[src/sbha_pkg.sv]
// Shared constants and types for the spectrum bar height averager.
// Used by the front end, the job queue, the back end and the top level.
// No dependencies.
package sbha_pkg;

	// display geometry and per-column bin limit
	localparam int Rows    = 48;
	localparam int Columns = 16;
	localparam int MaxBins = 512;

	// field and datapath widths
	localparam int MagW    = 16;
	localparam int ColW    = 4;
	localparam int HeightW = 8;
	localparam int SumW    = 18;
	localparam int CntW    = $clog2(MaxBins + 1);
	localparam int PctW    = 7;
	localparam int ProdW   = 15;
	localparam int StepW   = $clog2(SumW);

	localparam int FullPercent = 100;
	localparam int MinKept     = 10;

	// x / 100 as (x * 5243) >> 19, exact for x up to 250 * 100
	localparam int RecipMul   = 5243;
	localparam int RecipShift = 19;

	localparam int QueueDepth = 4;
	localparam int PtrW       = $clog2(QueueDepth);

	// one finished column handed from the front end to the back end
	typedef struct packed {
		logic [ColW-1:0] col;
		logic [SumW-1:0] sum;
		logic [CntW-1:0] cnt;
	} col_job_t;

endpackage

[src/sbha_front.sv]
// Front end: scales each bin to a height, filters and accumulates per column.
// Pushes one column job into the queue on the last bin. Depends on sbha_pkg.
module sbha_front (
	input  logic                     clk,
	input  logic                     arst_n,
	input  logic                     bin_valid,
	output logic                     bin_ready,
	input  logic [sbha_pkg::MagW-1:0] bin_mag,
	input  logic [sbha_pkg::ColW-1:0] bin_col,
	input  logic                     bin_last,
	input  logic                     queue_full,
	output logic                     job_push,
	output sbha_pkg::col_job_t       job
);

	logic [sbha_pkg::MagW+4:0]    scaled;
	logic [sbha_pkg::MagW-4:0]    pct_raw;
	logic [sbha_pkg::PctW-1:0]    pct;
	logic                         in_range;
	logic                         stall;
	logic                         kept;
	logic [31:0]                  recip_prod;
	logic [sbha_pkg::SumW-1:0]    sum_nxt;
	logic [sbha_pkg::CntW-1:0]    cnt_nxt;

	logic                         v_s1, v_s2, v_s3;
	logic                         last_s1, last_s2, last_s3;
	logic [sbha_pkg::ColW-1:0]    col_s1, col_s2, col_s3;
	logic [sbha_pkg::PctW-1:0]    pct_s1;
	logic [sbha_pkg::ProdW-1:0]   prod_s2;
	logic [sbha_pkg::HeightW-1:0] h_s3;
	logic [sbha_pkg::SumW-1:0]    sum_q;
	logic [sbha_pkg::CntW-1:0]    cnt_q;

	// mag * 20 / 256, saturated at full scale
	assign scaled   = ({5'd0, bin_mag} << 4) + ({5'd0, bin_mag} << 2);
	assign pct_raw  = scaled[sbha_pkg::MagW+4:8];
	assign pct      = (pct_raw > sbha_pkg::FullPercent) ? sbha_pkg::PctW'(sbha_pkg::FullPercent)
		: pct_raw[sbha_pkg::PctW-1:0];
	assign in_range = (32'(bin_col) < sbha_pkg::Columns);

	assign recip_prod = 32'(prod_s2) * 32'(sbha_pkg::RecipMul);

	assign kept    = v_s3 && (h_s3 >= sbha_pkg::MinKept) && (cnt_q < sbha_pkg::MaxBins);
	assign sum_nxt = sum_q + (kept ? sbha_pkg::SumW'(h_s3) : '0);
	assign cnt_nxt = cnt_q + sbha_pkg::CntW'(kept);

	// hold the whole front end while a last bin waits for queue space
	assign stall     = v_s3 && last_s3 && queue_full;
	assign bin_ready = !stall;
	assign job_push  = v_s3 && last_s3 && !queue_full;
	assign job.col   = col_s3;
	assign job.sum   = sum_nxt;
	assign job.cnt   = cnt_nxt;

	always_ff @(posedge clk or negedge arst_n) begin
		if (!arst_n) begin
			v_s1  <= 1'b0;
			v_s2  <= 1'b0;
			v_s3  <= 1'b0;
			sum_q <= '0;
			cnt_q <= '0;
		end else if (!stall) begin
			v_s1 <= bin_valid && in_range;
			v_s2 <= v_s1;
			v_s3 <= v_s2;
			if (v_s3) begin
				if (last_s3) begin
					sum_q <= '0;
					cnt_q <= '0;
				end else begin
					sum_q <= sum_nxt;
					cnt_q <= cnt_nxt;
				end
			end
		end
	end

	always_ff @(posedge clk) begin
		if (!stall) begin
			pct_s1  <= pct;
			col_s1  <= bin_col;
			last_s1 <= bin_last;
			prod_s2 <= sbha_pkg::ProdW'(sbha_pkg::Rows) * sbha_pkg::ProdW'(pct_s1);
			col_s2  <= col_s1;
			last_s2 <= last_s1;
			h_s3    <= recip_prod[sbha_pkg::RecipShift +: sbha_pkg::HeightW];
			col_s3  <= col_s2;
			last_s3 <= last_s2;
		end
	end

	a_clear_after_push: assert property (@(posedge clk) disable iff (!arst_n)
		job_push |=> (sum_q == '0) && (cnt_q == '0))
		else $error("running sum not cleared after column job");

	a_count_bound: assert property (@(posedge clk) disable iff (!arst_n)
		32'(cnt_q) <= sbha_pkg::MaxBins)
		else $error("running count above bin limit");

endmodule

[src/sbha_queue.sv]
// Short job queue between the front end and the back end.
// Register-based FIFO of column jobs. Depends on sbha_pkg.
module sbha_queue (
	input  logic               clk,
	input  logic               arst_n,
	input  logic               push,
	input  sbha_pkg::col_job_t push_job,
	output logic               full,
	input  logic               pop,
	output logic               job_valid,
	output sbha_pkg::col_job_t job
);

	sbha_pkg::col_job_t            mem_q [sbha_pkg::QueueDepth];
	logic [sbha_pkg::PtrW-1:0]     wr_ptr_q, rd_ptr_q;
	logic [sbha_pkg::PtrW:0]       fill_q;

	assign full      = (32'(fill_q) == sbha_pkg::QueueDepth);
	assign job_valid = (fill_q != '0);
	assign job       = mem_q[rd_ptr_q];

	always_ff @(posedge clk or negedge arst_n) begin
		if (!arst_n) begin
			wr_ptr_q <= '0;
			rd_ptr_q <= '0;
			fill_q   <= '0;
		end else begin
			if (push)
				wr_ptr_q <= wr_ptr_q + 1'b1;
			if (pop)
				rd_ptr_q <= rd_ptr_q + 1'b1;
			fill_q <= fill_q + (sbha_pkg::PtrW+1)'(push) - (sbha_pkg::PtrW+1)'(pop);
		end
	end

	always_ff @(posedge clk) begin
		if (push)
			mem_q[wr_ptr_q] <= push_job;
	end

	a_no_overflow: assert property (@(posedge clk) disable iff (!arst_n)
		push |-> !full)
		else $error("push into full job queue");

	a_no_underflow: assert property (@(posedge clk) disable iff (!arst_n)
		pop |-> job_valid)
		else $error("pop from empty job queue");

endmodule

[src/sbha_back.sv]
// Back end: divides each column sum by its count, smooths against the stored
// height and drives the result register. Depends on sbha_pkg.
module sbha_back (
	input  logic                         clk,
	input  logic                         arst_n,
	input  logic                         job_valid,
	input  sbha_pkg::col_job_t           job,
	output logic                         pop,
	output logic                         res_valid,
	input  logic                         res_ready,
	output logic [sbha_pkg::ColW-1:0]    res_col,
	output logic [sbha_pkg::HeightW-1:0] res_height
);

	typedef enum logic [1:0] {
		ST_IDLE,
		ST_DIV,
		ST_DONE
	} state_t;

	state_t                        state_q;
	logic [sbha_pkg::StepW-1:0]    step_q;
	logic [sbha_pkg::HeightW-1:0]  heights_q [2**sbha_pkg::ColW];
	logic [sbha_pkg::ColW-1:0]     col_q;
	logic [sbha_pkg::HeightW-1:0]  prev_q;
	logic [sbha_pkg::SumW-1:0]     quo_q;
	logic [sbha_pkg::CntW-1:0]     rem_q;
	logic [sbha_pkg::CntW-1:0]     div_q;
	logic [sbha_pkg::CntW:0]       shifted;
	logic                          fits;
	logic [sbha_pkg::HeightW:0]    blend;
	logic                          res_free;
	logic                          finish;

	assign pop      = (state_q == ST_IDLE) && job_valid;
	assign shifted  = {rem_q, quo_q[sbha_pkg::SumW-1]};
	assign fits     = (shifted >= {1'b0, div_q});
	assign blend    = {1'b0, quo_q[sbha_pkg::HeightW-1:0]} + {1'b0, prev_q};
	assign res_free = !res_valid || res_ready;
	assign finish   = (state_q == ST_DONE) && res_free;

	always_ff @(posedge clk or negedge arst_n) begin
		if (!arst_n) begin
			state_q    <= ST_IDLE;
			step_q     <= '0;
			res_valid  <= 1'b0;
			res_col    <= '0;
			res_height <= '0;
			for (int i = 0; i < 2**sbha_pkg::ColW; i++)
				heights_q[i] <= '0;
		end else begin
			if (res_ready && !finish)
				res_valid <= 1'b0;
			case (state_q)
				ST_IDLE: begin
					step_q <= '0;
					if (job_valid)
						state_q <= ST_DIV;
				end
				ST_DIV: begin
					step_q <= step_q + 1'b1;
					if (32'(step_q) == sbha_pkg::SumW - 1)
						state_q <= ST_DONE;
				end
				ST_DONE: begin
					// finish as soon as the result register can take a new value
					if (res_free) begin
						heights_q[col_q] <= blend[sbha_pkg::HeightW:1];
						res_col          <= col_q;
						res_height       <= blend[sbha_pkg::HeightW:1];
						res_valid        <= 1'b1;
						state_q          <= ST_IDLE;
					end
				end
				default: state_q <= ST_IDLE;
			endcase
		end
	end

	// restoring divider, one quotient bit per cycle
	always_ff @(posedge clk) begin
		if (pop) begin
			col_q  <= job.col;
			prev_q <= heights_q[job.col];
			quo_q  <= job.sum;
			rem_q  <= '0;
			div_q  <= (job.cnt == '0) ? sbha_pkg::CntW'(1) : job.cnt;
		end else if (state_q == ST_DIV) begin
			quo_q <= {quo_q[sbha_pkg::SumW-2:0], fits};
			rem_q <= fits ? sbha_pkg::CntW'(shifted - {1'b0, div_q})
				: shifted[sbha_pkg::CntW-1:0];
		end
	end

	a_height_range: assert property (@(posedge clk) disable iff (!arst_n)
		res_valid |-> (32'(res_height) <= sbha_pkg::Rows))
		else $error("bar height above row count");

	a_div_length: assert property (@(posedge clk) disable iff (!arst_n)
		(state_q == ST_DIV) |-> (32'(step_q) < sbha_pkg::SumW))
		else $error("divider ran past its last step");

endmodule

[src/spectrum_bar_height_averager.sv]
// Top level of the spectrum bar height averager.
// Ties front end, job queue and back end together; depends on sbha_pkg.
//
// Channel | Dir | Handshake          | Content
// s_      | in  | s_tvalid/s_tready  | s_tdata bin magnitude + column, s_tlast end of column
// m_      | out | m_tvalid/m_tready  | m_tdata column + new bar height
//
// Bins are taken one per clock while s_tready is high. A column's last bin passes stages
// s1 to s3, the job queue and the back end's divide and done states before m_tvalid rises.
// The back end takes one column at a time; its divider makes one quotient bit per cycle.
// The four-entry job queue absorbs bursts of short columns; when it is full, a last bin
// holds s_tready low until the back end frees an entry.
// Reset clears the stored bar heights, the running sum and count and all valid flags.
module spectrum_bar_height_averager (
	input  logic        clk,
	input  logic        arst_n,
	input  logic        s_tvalid,
	output logic        s_tready,
	input  logic [23:0] s_tdata,  // [15:0] bin_magnitude, [19:16] column_index, [23:20] zero
	input  logic        s_tlast,  // last_in_column
	output logic        m_tvalid,
	input  logic        m_tready,
	output logic [15:0] m_tdata   // [3:0] out_column, [11:4] bar_height, [15:12] zero
);

	sbha_pkg::col_job_t              push_job;
	sbha_pkg::col_job_t              head_job;
	logic                            job_push;
	logic                            queue_full;
	logic                            job_pop;
	logic                            job_valid;
	logic [sbha_pkg::ColW-1:0]       res_col;
	logic [sbha_pkg::HeightW-1:0]    res_height;

	sbha_front u_front (
		.clk        (clk),
		.arst_n     (arst_n),
		.bin_valid  (s_tvalid),
		.bin_ready  (s_tready),
		.bin_mag    (s_tdata[15:0]),
		.bin_col    (s_tdata[19:16]),
		.bin_last   (s_tlast),
		.queue_full (queue_full),
		.job_push   (job_push),
		.job        (push_job)
	);

	sbha_queue u_queue (
		.clk       (clk),
		.arst_n    (arst_n),
		.push      (job_push),
		.push_job  (push_job),
		.full      (queue_full),
		.pop       (job_pop),
		.job_valid (job_valid),
		.job       (head_job)
	);

	sbha_back u_back (
		.clk        (clk),
		.arst_n     (arst_n),
		.job_valid  (job_valid),
		.job        (head_job),
		.pop        (job_pop),
		.res_valid  (m_tvalid),
		.res_ready  (m_tready),
		.res_col    (res_col),
		.res_height (res_height)
	);

	assign m_tdata = {4'd0, res_height, res_col};

endmodule
[config.mk]
export PLATFORM = sky130hd
export DESIGN_NAME = spectrum_bar_height_averager
export DESIGN_NICKNAME = d
export VERILOG_FILES = /design/src/sbha_pkg.sv /design/src/sbha_front.sv /design/src/sbha_queue.sv /design/src/sbha_back.sv /design/src/spectrum_bar_height_averager.sv
export SDC_FILE = /design/constraint.sdc
export NUM_CORES = 1
export LEC_CHECK = 0
export ABC_AREA = 1
export BUFFER_PORTS_ARGS = -buffer_cell sky130_fd_sc_hd__buf_2
export CAP_MARGIN = 30
export CELL_PAD_IN_SITES_DETAIL_PLACEMENT = 1
export CELL_PAD_IN_SITES_GLOBAL_PLACEMENT = 2
export CORE_MARGIN = 3
export CORE_UTILIZATION = 41
export DETAILED_ROUTE_END_ITERATION = 7
export PLACE_DENSITY_LB_ADDON = 0.1
export SLEW_MARGIN = 40
export SYNTH_ARGS = -nofsm -noshare
export SYNTH_HDL_FRONTEND = slang
export SYNTH_SLANG_ARGS = --single-unit
[constraint.sdc]
create_clock -name clk -period 4.46 [get_ports clk]
set_clock_uncertainty 0.1 [all_clocks]
set_input_delay 1.338 -clock clk [delete_from_list [all_inputs] [get_ports clk]]
set_output_delay 1.338 -clock clk [all_outputs]
set_load 0.03 [all_outputs]
== Word level (Yosys, flattened, before mapping) ==
Memories as Yosys holds them, arrays and structs flattened.
Index checks and enable logic that the tools add are counted.
Cells by class
  add/sub/neg operators: 10
  $mul: 2
  divide/modulo/power cells: 0
  order comparisons: 7
  equal/unequal tests: 7
  shift-type cells: 0
  mux-type cells: 22
  bitwise gates (word level): 3
  reduce and logical (&&, ||, !) cells: 22
Operator list (count)
  bitwise mux 128 bit: 1
  two-way mux 18 bit: 3
  binary-select mux 8 bit (select 4 bit): 1
  demux 8 bit (select 4 bit): 1
  two-way mux 8 bit: 4
  multiplier 9 x 13 -> 22 bit, second input constant: 1
  adder 20 x 18 -> 21 bit: 1
  two-way mux 10 bit: 2
  adder 18 bit: 1
  > comparator 13 x 7 -> 1 bit, second input constant: 1
  >= comparator 11 x 10 -> 1 bit: 1
  adder 10 x 1 -> 10 bit: 1
  >= comparator 5 bit, second input constant: 2
  logical NOT 10 bit: 1
  < comparator 10 bit, second input constant: 1
  NOT 4 -> 5 bit: 2
  one-hot mux 5 bit (2 select lines): 1
  subtractor 10 bit: 1
  adder 8 x 8 -> 9 bit: 1
  logical AND 1 bit: 9
  multiplier 2 x 7 -> 9 bit, first input constant: 1
  >= comparator 8 x 4 -> 1 bit, second input constant: 1
  two-way mux 2 bit: 3
  != test 2 x 1 -> 1 bit, second input constant: 3
  other kinds (19): 29
Storage, ports and cells
  flip-flop bits (word level): 275
  bits in latches: 0
  bits in writable memories: 128
  memory bits (read-only): 0
  input port bits: 29
  output and inout port bits: 18
  word-level logic and storage cells: 117
  memories: 1
Memories
  u_queue.mem_q: words 4, width 32, read ports 1, clocked after Yosys merged registers in 0, write ports 1, line sbha_queue.sv:14  | sbha_pkg::col_job_t mem_q [sbha_pkg::QueueDepth];

== Depth between registers and ports, before layout ==
Gate-level depths: netlist of run 1.
  word-level depth: 8
  gate-level depth with buffers: 18
  mapped depth without buffers: 18

== Cells and area by module ==
From an unflattened synthesis of run 1, not the netlist that was laid out.
Unflattened totals
  cells, all modules: 2449
  area total of the unflattened synthesis: 21876.0 µm²
Modules (own cells, without submodules)
  sbha_back: instances 1, cells an instance 1142, area an instance 9800.6 µm²
  sbha_front: instances 1, cells an instance 755, area an instance 6254.7 µm²
  sbha_queue: instances 1, cells an instance 547, area an instance 5786.8 µm²
  spectrum_bar_height_averager: instances 1, cells an instance 5, area an instance 33.8 µm²

== Least setup slack after synthesis of run 1 ==
Ideal clock, no wire load.
  path type: register to register
  from: register u_front.prod_s2[7] (netlist name)
  to: register u_front.h_s3[3] (netlist name) (data pin)
  setup time: 0.252 ns
  data arrival time: 3.566 ns
  setup slack: 0.542 ns
  cell stages (with the launch flop): 16
  period minus slack after synthesis: 3.918 ns
  cells stage by stage: edfxtp_1 > inv_1 > fa_1 > fa_1 > fa_1 > fa_1 > inv_1 > ha_1 > a21oi_1 > o21ai_0 > a21oi_1 > o21ai_0 > nand3_1 > nand2_1 > nand2_1 > nand2_1
Between the ends
  longest elaborated chain between the ends: 1
RTL lines
  start, declared: line sbha_front.sv:30  | logic [sbha_pkg::ProdW-1:0] prod_s2;
  start signal, assigned: line sbha_front.sv:84  | prod_s2 <= sbha_pkg::ProdW'(sbha_pkg::Rows) * sbha_pkg::ProdW'(pct_s1);
  multiplier 9 x 13 -> 22 bit: line sbha_front.sv:42  | assign recip_prod = 32'(prod_s2) * 32'(sbha_pkg::RecipMul);
  via u_front.recip_prod[22]: line sbha_front.sv:22  | logic [31:0] recip_prod;
  end signal, assigned: line sbha_front.sv:87  | h_s3 <= recip_prod[sbha_pkg::RecipShift +: sbha_pkg::HeightW];
  end, declared: line sbha_front.sv:31  | logic [sbha_pkg::HeightW-1:0] h_s3;
The timed path passes the listed nets, and every way through them passes these cells.
A chain may end at the register's enable or synchronous reset.

== Worst setup path in the final report of run 1 ==
  from: register u_front.prod_s2[10] (netlist name)
  to: register u_front.h_s3[3] (netlist name) (data pin)
The elaborated chain is that of the path after synthesis.

==> flow_metrics.env, run 1 <==
export IMPL_status="finished clean"
export IMPL_wl_per_cell_um=18.5
export IMPL_cp_num_buf_inv=3
export IMPL_crit_end="u_front.h_s3[3]$_DFFE_PN_"
export IMPL_place_gp_congestion=0.799
export IMPL_area_delta_synth_final_pct=11.9
export IMPL_ys_types=52
export IMPL_synthTopCellsByArea="edfxtp_1, dfrtp_1, nand2_1"
export IMPL_drv_cap=0
export IMPL_ys_ff_latch=402
export IMPL_io_pins=47
export IMPL_postRouteAntennaNets=0
export IMPL_clock_latency_ps=580
export IMPL_drt_pass1_iter_count=5
export IMPL_top_layer="met4"
export IMPL_syn_inst=2195
export IMPL_syn_avg_cell_area_um2=9.52
export IMPL_crit_type="flop to flop"
export IMPL_fillers=5732
export IMPL_synth_top_cell_area_share=0.296
export IMPL_slowest_stage="fa_1"
export IMPL_tritoncts="yes"
export IMPL_cp_top_family="adder cells"
export IMPL_synth_edf_count=206
export IMPL_slew_headroom=0.455
export IMPL_async_flop_share=0.463
export IMPL_crit_path_end_kind="flop"
export IMPL_holdBufCountCts=0
export IMPL_grt_pass1_wl_um=88600
export IMPL_port_buffers=38
export IMPL_vias=15369
export IMPL_leakagePower_uw=0.0103
export IMPL_worstPathRequired_ps=4680
export IMPL_synth_seq_area_share=0.528
export IMPL_worst_pin_slew_ps=818
export IMPL_grt_overflow=0
export IMPL_power_density_mw_per_mm2=830
export IMPL_cts_buffer_depth=3
export IMPL_post_cts_buffers=0
export IMPL_worstPathCellList="buf_4 > ha_1 > inv_1 > fa_1 > fa_1 > fa_1 > inv_1 > ha_1 > a21oi_1 > o21ai_0 > a21oi_1 > o21ai_2 > nand3_1 > nand2_1 > nand2_1 > nand2_1"
export IMPL_period_minus_slack_ps=4060
export IMPL_path_max_fanout=4
export IMPL_finalHoldViolCount=0
export IMPL_drt_first_iter_violations=722
export IMPL_start_util=0.416
export IMPL_clock_sinks=402
export IMPL_met1_length_um=25000
export IMPL_final_cells=2949
export IMPL_cp_arrival_ps=4290
export IMPL_synth_most_common_cell="nand2_1"
export IMPL_synth_area_mm2=0.0209
export IMPL_num_rows=82
export IMPL_regToRegStartpoint="u_front.prod_s2[10]$_DFFE_PN_"
export IMPL_track_usage=0.208
export IMPL_min_path_type="flop to flop"
export IMPL_fmax_mhz=246
export IMPL_crit_cells=16
export IMPL_coreArea_mm2=0.0503
export IMPL_cp_startpoint="u_front.prod_s2[10]$_DFFE_PN_"
export IMPL_dieArea_mm2=0.0537
export IMPL_rrSetupSlack_ps=400
export IMPL_setup_violations_final=0
export IMPL_dr_wl_met3_um=1840
export IMPL_cpPeakStageDelay_ps=550
export IMPL_dp_final_hpwl_um=36500
export IMPL_setup_worst_path_start_class="flop"
export IMPL_rr_worst_depth=16
export IMPL_htreeDepth=2
export IMPL_die_h_um=232
export IMPL_dp_cells=2863
export IMPL_antenna_found_initial=1
export IMPL_cts_resized=0
export IMPL_grt_max_degree=81
export IMPL_cts_root_buf="clkbuf_16"
export IMPL_drv_slew=0
export IMPL_via_per_inst=5.21
export IMPL_yosys_warnings=0
export IMPL_numCtsBuffers=46
export IMPL_fp_dieW_um=232
export IMPL_yosys_area_top_type="edfxtp_1"
export IMPL_synth_flop_cell="edfxtp_1"
export IMPL_grt_pass1_vias=16498
export IMPL_drc_errors=0
export IMPL_rsz0062_at_grt="no"
export IMPL_fin_crit_sh=0.911
export IMPL_setup_tns_ps=0
export IMPL_wl_met2_um=26700
export IMPL_routed_wl_um=54600
export IMPL_final_nets=2411
export IMPL_ir_drop_uv=1630
export IMPL_clkSlewWorstSetupHoldPaths_ps=60
export IMPL_layout_drive_gt1_share=0.0980
export IMPL_ys_top_cells_by_count="nand2_1, inv_1, edfxtp_1"
export IMPL_r2r_end="u_front.h_s3[3]$_DFFE_PN_"
final cells by class:
| class | instances | area (µm²) | area share |
|---|---|---|---|
| flip-flops and latches | 402 | 11000 | 0.472 |
| clock buffers | 66 | 1290 | 0.0550 |
| inverters | 251 | 947 | 0.0405 |
| clock inverters | 19 | 206 | 0.00882 |
| repair buffers | 71 | 484 | 0.0207 |
| diodes | 1 | 2.50 | 0.000107 |
| multi-input cells | 1467 | 8580 | 0.367 |
| well taps | 672 | 841 | 0.0359 |
state kept, by name, summed over array words and instances, names as in the netlist, 3 cells and up:
name,flops
u_back.col_q,4
u_back.div_q,10
u_back.heights_q,128
u_back.prev_q,8
u_back.quo_q,18
u_back.rem_q,10
u_back.res_col,4
u_back.res_height,8
u_back.step_q,5
u_front.cnt_q,10
u_front.col_s1,4
u_front.col_s2,4
u_front.col_s3,4
u_front.h_s3,7
u_front.pct_s1,7
u_front.prod_s2,9
u_front.sum_q,18
u_queue.fill_q,3
u_queue.mem_q,128
layout by cell type (no fill, tap or decap), types with 7 or more instances in the layout:
cell and instances:
a21oi_1 69, a31oi_1 18, buf_2 37, buf_4 30
clkbuf_1 15, clkbuf_16 47, clkinv_2 7, dfrtp_1 185
dfxtp_1 10, edfxtp_1 206, fa_1 33, ha_1 110
inv_1 220, inv_2 29, nand2_1 468, nand3_1 88
nand3b_1 8, nand4_1 10, nor2_1 197, nor2_2 9
nor2_4 14, nor3_1 16, o211ai_1 54, o21ai_0 136
o21ai_1 88, o22ai_1 21, or2_0 13, or2_1 15
xnor2_1 10, xor2_1 31
worst min-delay path by stage:
stage,startpoint,endpoint,cells after the start
global placement,u_front.col_s2[2]$_DFFE_PN_,u_front.col_s3[2]$_DFFE_PN_,0
finish,u_front.col_s2[1]$_DFFE_PN_,u_front.col_s3[1]$_DFFE_PN_,0
detailed placement,u_front.col_s2[1]$_DFFE_PN_,u_front.col_s3[1]$_DFFE_PN_,0
global route,u_front.col_s1[2]$_DFFE_PN_,u_front.col_s2[2]$_DFFE_PN_,0
floorplan,u_front.col_s1[0]$_DFFE_PN_,u_front.col_s2[0]$_DFFE_PN_,0
CTS,u_front.col_s2[1]$_DFFE_PN_,u_front.col_s3[1]$_DFFE_PN_,0
report_power, final:
group          total [µW]  internal [µW]  leakage, µW  switching [µW]
Clock                3770           2240     0.000723            1520
Sequential           5270           4940      0.00443             335
Combinational       10400           3460      0.00519            6910
layer usage:
layer | GRT usage | vias up
li1 | - | 7416
met1 | 0.277 | 7696
met2 | 0.358 | 184
met3 | 0.0312 | 73
met4 | 0.0488 | 0
met5 | 0 | -
cells by family after synthesis:
family	after synthesis	synth area share
simple gates	859	0.175
mux	1	0.000539
other cells	1	0.000179
xor+xnor	45	0.0199
flops	402	0.528
buf+inv	329	0.0651
compound gates	415	0.114
fa+ha+maj	143	0.0974
per-stage QoR:
| step | instance area [µm²] | hold slack, ps | setup WS [ps] | util | total power (µW) |
|---|---|---|---|---|---|
| after floorplan | 20900 | 300 | 542 | - | 12600 |
| final | 23400 | 314 | 395 | 0.465 | 19400 |
| after detailed placement | 21900 | 305 | 70.7 | 0.435 | 15900 |
| after global placement | 21900 | 308 | 91.0 | 0.435 | 15500 |
| after CTS | 23400 | 317 | 34.2 | 0.465 | 19800 |
| after global routing | 23400 | 324 | 63.2 | 0.465 | 21300 |
worst reg2reg max path, cell delays in order, from the launching register on:
cell      delay, ps
edfxtp_1        430
buf_4           190
ha_1            310
inv_1            70
fa_1            480
fa_1            530
fa_1            550
inv_1            50
ha_1            320
a21oi_1         140
o21ai_0         100
a21oi_1         160
o21ai_2         130
nand3_1         110
nand2_1          60
nand2_1          60
nand2_1          50
No activity file was read; power rests on OpenSTA's default activity.
==> run 2: changes to the inputs <==
Clock period 4.46 ns to 4.5 ns, I/O delays scaled along.
==> run 2 against run 1 <==
Compared with the run above:
- sequential cell count stayed put
- die area stayed put
- count of clock-buffer cells in the layout decreased by 5
- utilization rose by 0.14 points
- cell count stayed put
- clock power increased by 5%
- routed wire length decreased by 0.14%
- hold slack better by 3.7 ps
- first-iteration DRC count fell by 0.42%
- maximum frequency fell by 4.2%
- via count is 0.43% lower
- critical endpoint unchanged
- largest cell class unchanged
- largest power group unchanged
==> flow_metrics.env, run 2 (synthesis results as in run 1) <==
export IMPL_postRouteAntennaNets=0
export IMPL_fmax_mhz=236
export IMPL_rrSetupSlack_ps=260
export IMPL_leakagePower_uw=0.0104
export IMPL_coreArea_mm2=0.0503
export IMPL_slowest_stage="fa_1"
export IMPL_crit_path_end_kind="flop"
export IMPL_setup_worst_path_start_class="flop"
export IMPL_grt_use_met3=0.0275
export IMPL_post_cts_buffers=0
export IMPL_htreeDepth=2
export IMPL_grt_pass1_wl_um=89100
export IMPL_min_path_type="flop to flop"
export IMPL_worst_pin_slew_ps=813
export IMPL_antenna_found_initial=0
export IMPL_die_h_um=232
export IMPL_rsz0062_at_grt="no"
export IMPL_worstPathRequired_ps=4730
export IMPL_cts_root_buf="clkbuf_16"
export IMPL_cp_arrival_ps=4470
export IMPL_wl_per_cell_um=18.5
export IMPL_cts_buffer_depth=3
export IMPL_clock_sinks=402
export IMPL_start_util=0.416
export IMPL_period_minus_slack_ps=4240
export IMPL_finalPower_uw=19400
export IMPL_track_usage=0.209
export IMPL_postLayoutCellArea_mm2=0.0235
export IMPL_layout_common_cells="nand2_1, inv_1, edfxtp_1"
export IMPL_multi_input_area_mm2=0.00858
export IMPL_fp_dieW_um=232
export IMPL_cpPeakStageDelay_ps=550
export IMPL_dp_cells=2862
export IMPL_dp_final_hpwl_um=37000
export IMPL_grtUsageMet1=0.274
export IMPL_drc_errors=0
export IMPL_drv_cap=0
export IMPL_fillers=5716
export IMPL_final_cells=2949
export IMPL_ir_drop_uv=1440
export IMPL_numCtsBuffers=46
export IMPL_diodes=0
export IMPL_setup_tns_ps=0
export IMPL_grt_max_degree=81
export IMPL_holdBufCountCts=0
export IMPL_cts_resized=0
export IMPL_hold_depth=0
export IMPL_routed_wl_um=54600
export IMPL_post_dp_cell_area_mm2=0.0219
export IMPL_power_density_mw_per_mm2=827
export IMPL_drv_slew=0
export IMPL_r2r_end="u_front.h_s3[3]$_DFFE_PN_"
export IMPL_hold_worst_slack_ps=317
export IMPL_via_per_inst=5.19
export IMPL_final_nets=2411
export IMPL_min_from="u_front.last_s2$_DFFE_PN_"
export IMPL_register_area_mm2=0.0110
export IMPL_place_gp_congestion=0.823
export IMPL_num_rows=82
export IMPL_port_buffers=38
export IMPL_regToRegStartpoint="u_front.prod_s2[12]$_DFFE_PN_"
export IMPL_largestRegisters="u_back.heights_q: 128 flops, u_queue.mem_q: 128 flops"
export IMPL_rr_worst_depth=14
export IMPL_grt_overflow=0
export IMPL_grt_pass1_vias=16437
export IMPL_setup_violations_final=0
export IMPL_clock_latency_ps=580
export IMPL_drt_first_iter_violations=719
export IMPL_path_max_fanout=5
export IMPL_finalHoldViolCount=0
export IMPL_layout_drive_gt1_share=0.0984
export IMPL_clkSlewWorstSetupHoldPaths_ps=60
export IMPL_hold_end="u_front.last_s3$_DFFE_PN_"
export IMPL_fin_crit_sh=0.942
export IMPL_dieArea_mm2=0.0537
export IMPL_drt_pass1_iter_count=5
export IMPL_tritoncts="yes"
export IMPL_worstPathCellList="fa_1 > fa_1 > inv_1 > fa_1 > fa_1 > inv_1 > ha_1 > nand2_1 > nor2_1 > nand4_1 > o21ai_1 > nand3_1 > nand3_1 > nand2_1"
export IMPL_busiest_layer="met2"
export IMPL_crit_type="flop to flop"
export IMPL_status="finished clean"
export IMPL_vias=15303
export IMPL_io_pins=47
export IMPL_slew_headroom=0.458
export IMPL_use_met2=0.369
export IMPL_area_delta_synth_final_pct=12.3
export IMPL_path_common_cell="fa_1"
export IMPL_final_common_cell="nand2_1"
-- run 2: changes by cell type in the layout (fill, tap and decap cells not counted), moves of 2 or more --
cell / change
clkbuf_1: -5
clkinv_1: +4
bufinv_16: +3
clkinvlp_4: -2
-- run 2: cell type report --
class,instances,share of cell area
clock inverters,25,0.0135
clock buffers,61,0.0541
inverters,251,0.0404
flip-flops and latches,402,0.471
well taps,672,0.0358
multi-input cells,1467,0.366
repair buffers,71,0.0201
-- run 2: worst max path at each step --
stage / start / to / slack, ps / cells after the start
floorplan: u_front.prod_s2[7]$_DFFE_PN_ / u_front.h_s3[3]$_DFFE_PN_ / 580 / 15
global placement: u_front.prod_s2[12]$_DFFE_PN_ / u_front.h_s3[3]$_DFFE_PN_ / 130 / 14
detailed placement: u_front.prod_s2[12]$_DFFE_PN_ / u_front.h_s3[3]$_DFFE_PN_ / 40 / 14
CTS: u_front.prod_s2[12]$_DFFE_PN_ / u_front.h_s3[3]$_DFFE_PN_ / 20 / 14
global route: u_front.prod_s2[11]$_DFFE_PN_ / u_front.h_s3[3]$_DFFE_PN_ / 20 / 15
finish: u_front.prod_s2[12]$_DFFE_PN_ / u_front.h_s3[3]$_DFFE_PN_ / 260 / 14
-- run 2: routing by layer --
metal	vias to the layer above	part of all wire
li1	7431	-
met1	7609	0.46
met2	198	0.49
met3	65	0.033
met4	0	0.017
met5	-	0
-- run 2: worst max-delay path: cells and delay by family, from the launching register on --
kind                       cells  cell delay (ps)
and+or+nand+nor                6              640
buffers and inverters          2              120
AOI/OAI and AO/OA              1              410
DFF                            1              480
adders and majority gates      5             2230
-- run 2: power by group --
part | internal (µW) | total [µW] | switching, µW
sequential | 4890 | 5230 | 339
clock | 2390 | 3940 | 1550
combinational | 3400 | 10200 | 6830
-- run 2: metrics by stage --
step | worst slack (ps) | util
floorplan | 582 | -
global placement | 130 | 0.435
detailed placement | 35.7 | 0.435
CTS | 16.9 | 0.467
global route | 15.4 | 0.467
finish | 259 | 0.467
==> run 3: changes to the inputs <==
Settings changed: CAP_MARGIN 30 to 10, CTS_BUF_LIST from default to sky130_fd_sc_hd__clkbuf_16.
==> run 3 against run 2 <==
Compared with the run above:
- sequential share of layout area up 0.081 points
- clock power down 2%
- cell count unchanged
- hold slack better by 1.4 ps
- sequential cell count unchanged
- die area unchanged
- count of clock-buffer cells in the layout down 14
- critical path type unchanged
- highest routed layer unchanged
==> flow_metrics.env, run 3 (synthesis results as in run 1) <==
export IMPL_period_minus_slack_ps=4230
export IMPL_status="finished clean"
export IMPL_routed_wl_um=54500
export IMPL_grt_pass1_vias=16446
export IMPL_drv_cap=0
export IMPL_grt_max_degree=81
export IMPL_cts_root_buf="clkbuf_16"
export IMPL_io_pins=47
export IMPL_dieArea_mm2=0.0537
export IMPL_final_common_cell="nand2_1"
export IMPL_drt_first_iter_violations=723
export IMPL_finalPower_uw=19300
export IMPL_crit_path_end_kind="flop"
export IMPL_clkSlewWorstSetupHoldPaths_ps=60
export IMPL_fmax_mhz=237
export IMPL_clock_sinks=402
export IMPL_fp_dieW_um=232
export IMPL_setup_violations_final=0
export IMPL_cts_buffer_depth=3
export IMPL_postRouteAntennaNets=0
export IMPL_area_delta_synth_final_pct=12.1
export IMPL_worst_pin_slew_ps=820
export IMPL_setup_tns_ps=0
export IMPL_hold_worst_slack_ps=319
export IMPL_path_max_fanout=5
export IMPL_wl_per_cell_um=18.5
export IMPL_rsz0062_at_grt="no"
export IMPL_ir_drop_uv=1440
export IMPL_num_rows=82
export IMPL_track_usage=0.209
export IMPL_antenna_found_initial=0
export IMPL_slew_headroom=0.453
export IMPL_layout_drive_gt1_share=0.0966
export IMPL_post_dp_cell_area_mm2=0.0219
export IMPL_layout_common_cells="nand2_1, inv_1, edfxtp_1"
export IMPL_place_gp_congestion=0.823
export IMPL_diodes=0
export IMPL_via_per_inst=5.17
export IMPL_min_path_type="flop to flop"
export IMPL_largestRegisters="u_back.heights_q: 128 flops, u_queue.mem_q: 128 flops"
export IMPL_fin_crit_sh=0.940
export IMPL_finalHoldViolCount=0
export IMPL_postLayoutCellArea_mm2=0.0234
export IMPL_htreeDepth=2
export IMPL_cp_arrival_ps=4460
export IMPL_drt_pass1_iter_count=5
export IMPL_vias=15246
export IMPL_start_util=0.416
export IMPL_dp_final_hpwl_um=37000
export IMPL_crit_type="flop to flop"
export IMPL_power_density_mw_per_mm2=824
export IMPL_clock_latency_ps=590
export IMPL_numCtsBuffers=46
export IMPL_final_nets=2411
export IMPL_setup_worst_path_start_class="flop"
export IMPL_die_h_um=232
export IMPL_worstPathRequired_ps=4730
export IMPL_coreArea_mm2=0.0503
export IMPL_leakagePower_uw=0.0104
export IMPL_grt_pass1_wl_um=89000
export IMPL_post_cts_buffers=0
export IMPL_holdBufCountCts=0
export IMPL_drv_slew=0
export IMPL_drc_errors=0
export IMPL_tritoncts="yes"
export IMPL_cts_resized=0
export IMPL_final_core_util=0.466
export IMPL_port_buffers=38
export IMPL_grt_overflow=0
[run 3: worst paths after layout]
kind	from	end	slack, ps	depth (start not counted)
min reg2reg	u_front.last_s2$_DFFE_PN_	u_front.last_s3$_DFFE_PN_	320	0
min in group asynchronous	arst_n	u_front.cnt_q[3]$_DFFE_PN0P_	720	1
max in group asynchronous	arst_n	u_back.heights_q[78]$_DFFE_PN0P_	2650	2
max reg2reg	u_front.prod_s2[12]$_DFFE_PN_	u_front.h_s3[3]$_DFFE_PN_	270	14
max	u_front.prod_s2[12]$_DFFE_PN_	u_front.h_s3[3]$_DFFE_PN_	270	14
min	u_front.last_s2$_DFFE_PN_	u_front.last_s3$_DFFE_PN_	320	0
[run 3: metal layers]
layer / track usage / vias up / wire [µm]
li1: - / 7427 / -
met1: 0.273 / 7575 / 24900
met2: 0.369 / 176 / 26900
met3: 0.0285 / 68 / 1740
met4: 0.0492 / 0 / 966
met5: 0 / - / 0
[run 3: power breakdown]
group | leakage, µW | internal (µW) | switching [µW] | total, µW
registers | 0.00443 | 4890 | 338 | 5230
logic | 0.00519 | 3400 | 6820 | 10200
clock network | 0.000792 | 2300 | 1550 | 3850
total | 0.0104 | 10600 | 8710 | 19300
[run 3: per-stage QoR]
| stage | cells | worst slack, ps |
|---|---|---|
| floorplan | 2198 | 582 |
| global placement | 2862 | 130 |
| detailed placement | 2862 | 35.7 |
| CTS | 2948 | 16.9 |
| global route | 2949 | 15.4 |
| finish | 2949 | 272 |
[run 3: final cells by class]
type | count | area, µm²
Tap cell | 672 | 841
Sequential cell | 402 | 11000
Fill cell | 5722 | 26800
Timing Repair Buffer | 71 | 472
Clock inverter | 39 | 369
Multi-Input combinational cell | 1467 | 8580
Clock buffer | 47 | 1180
Inverter | 251 | 947
[run 3: critical path, stage by stage, from the launching register on]
cell and delay (ps):
edfxtp_1 480, fa_1 520, fa_1 400, inv_1 80, fa_1 450, fa_1 550
inv_1 40, ha_1 310, nand2_1 60, nor2_1 150, nand4_1 110, o21ai_1 410
nand3_1 160, nand3_1 100, nand2_1 60
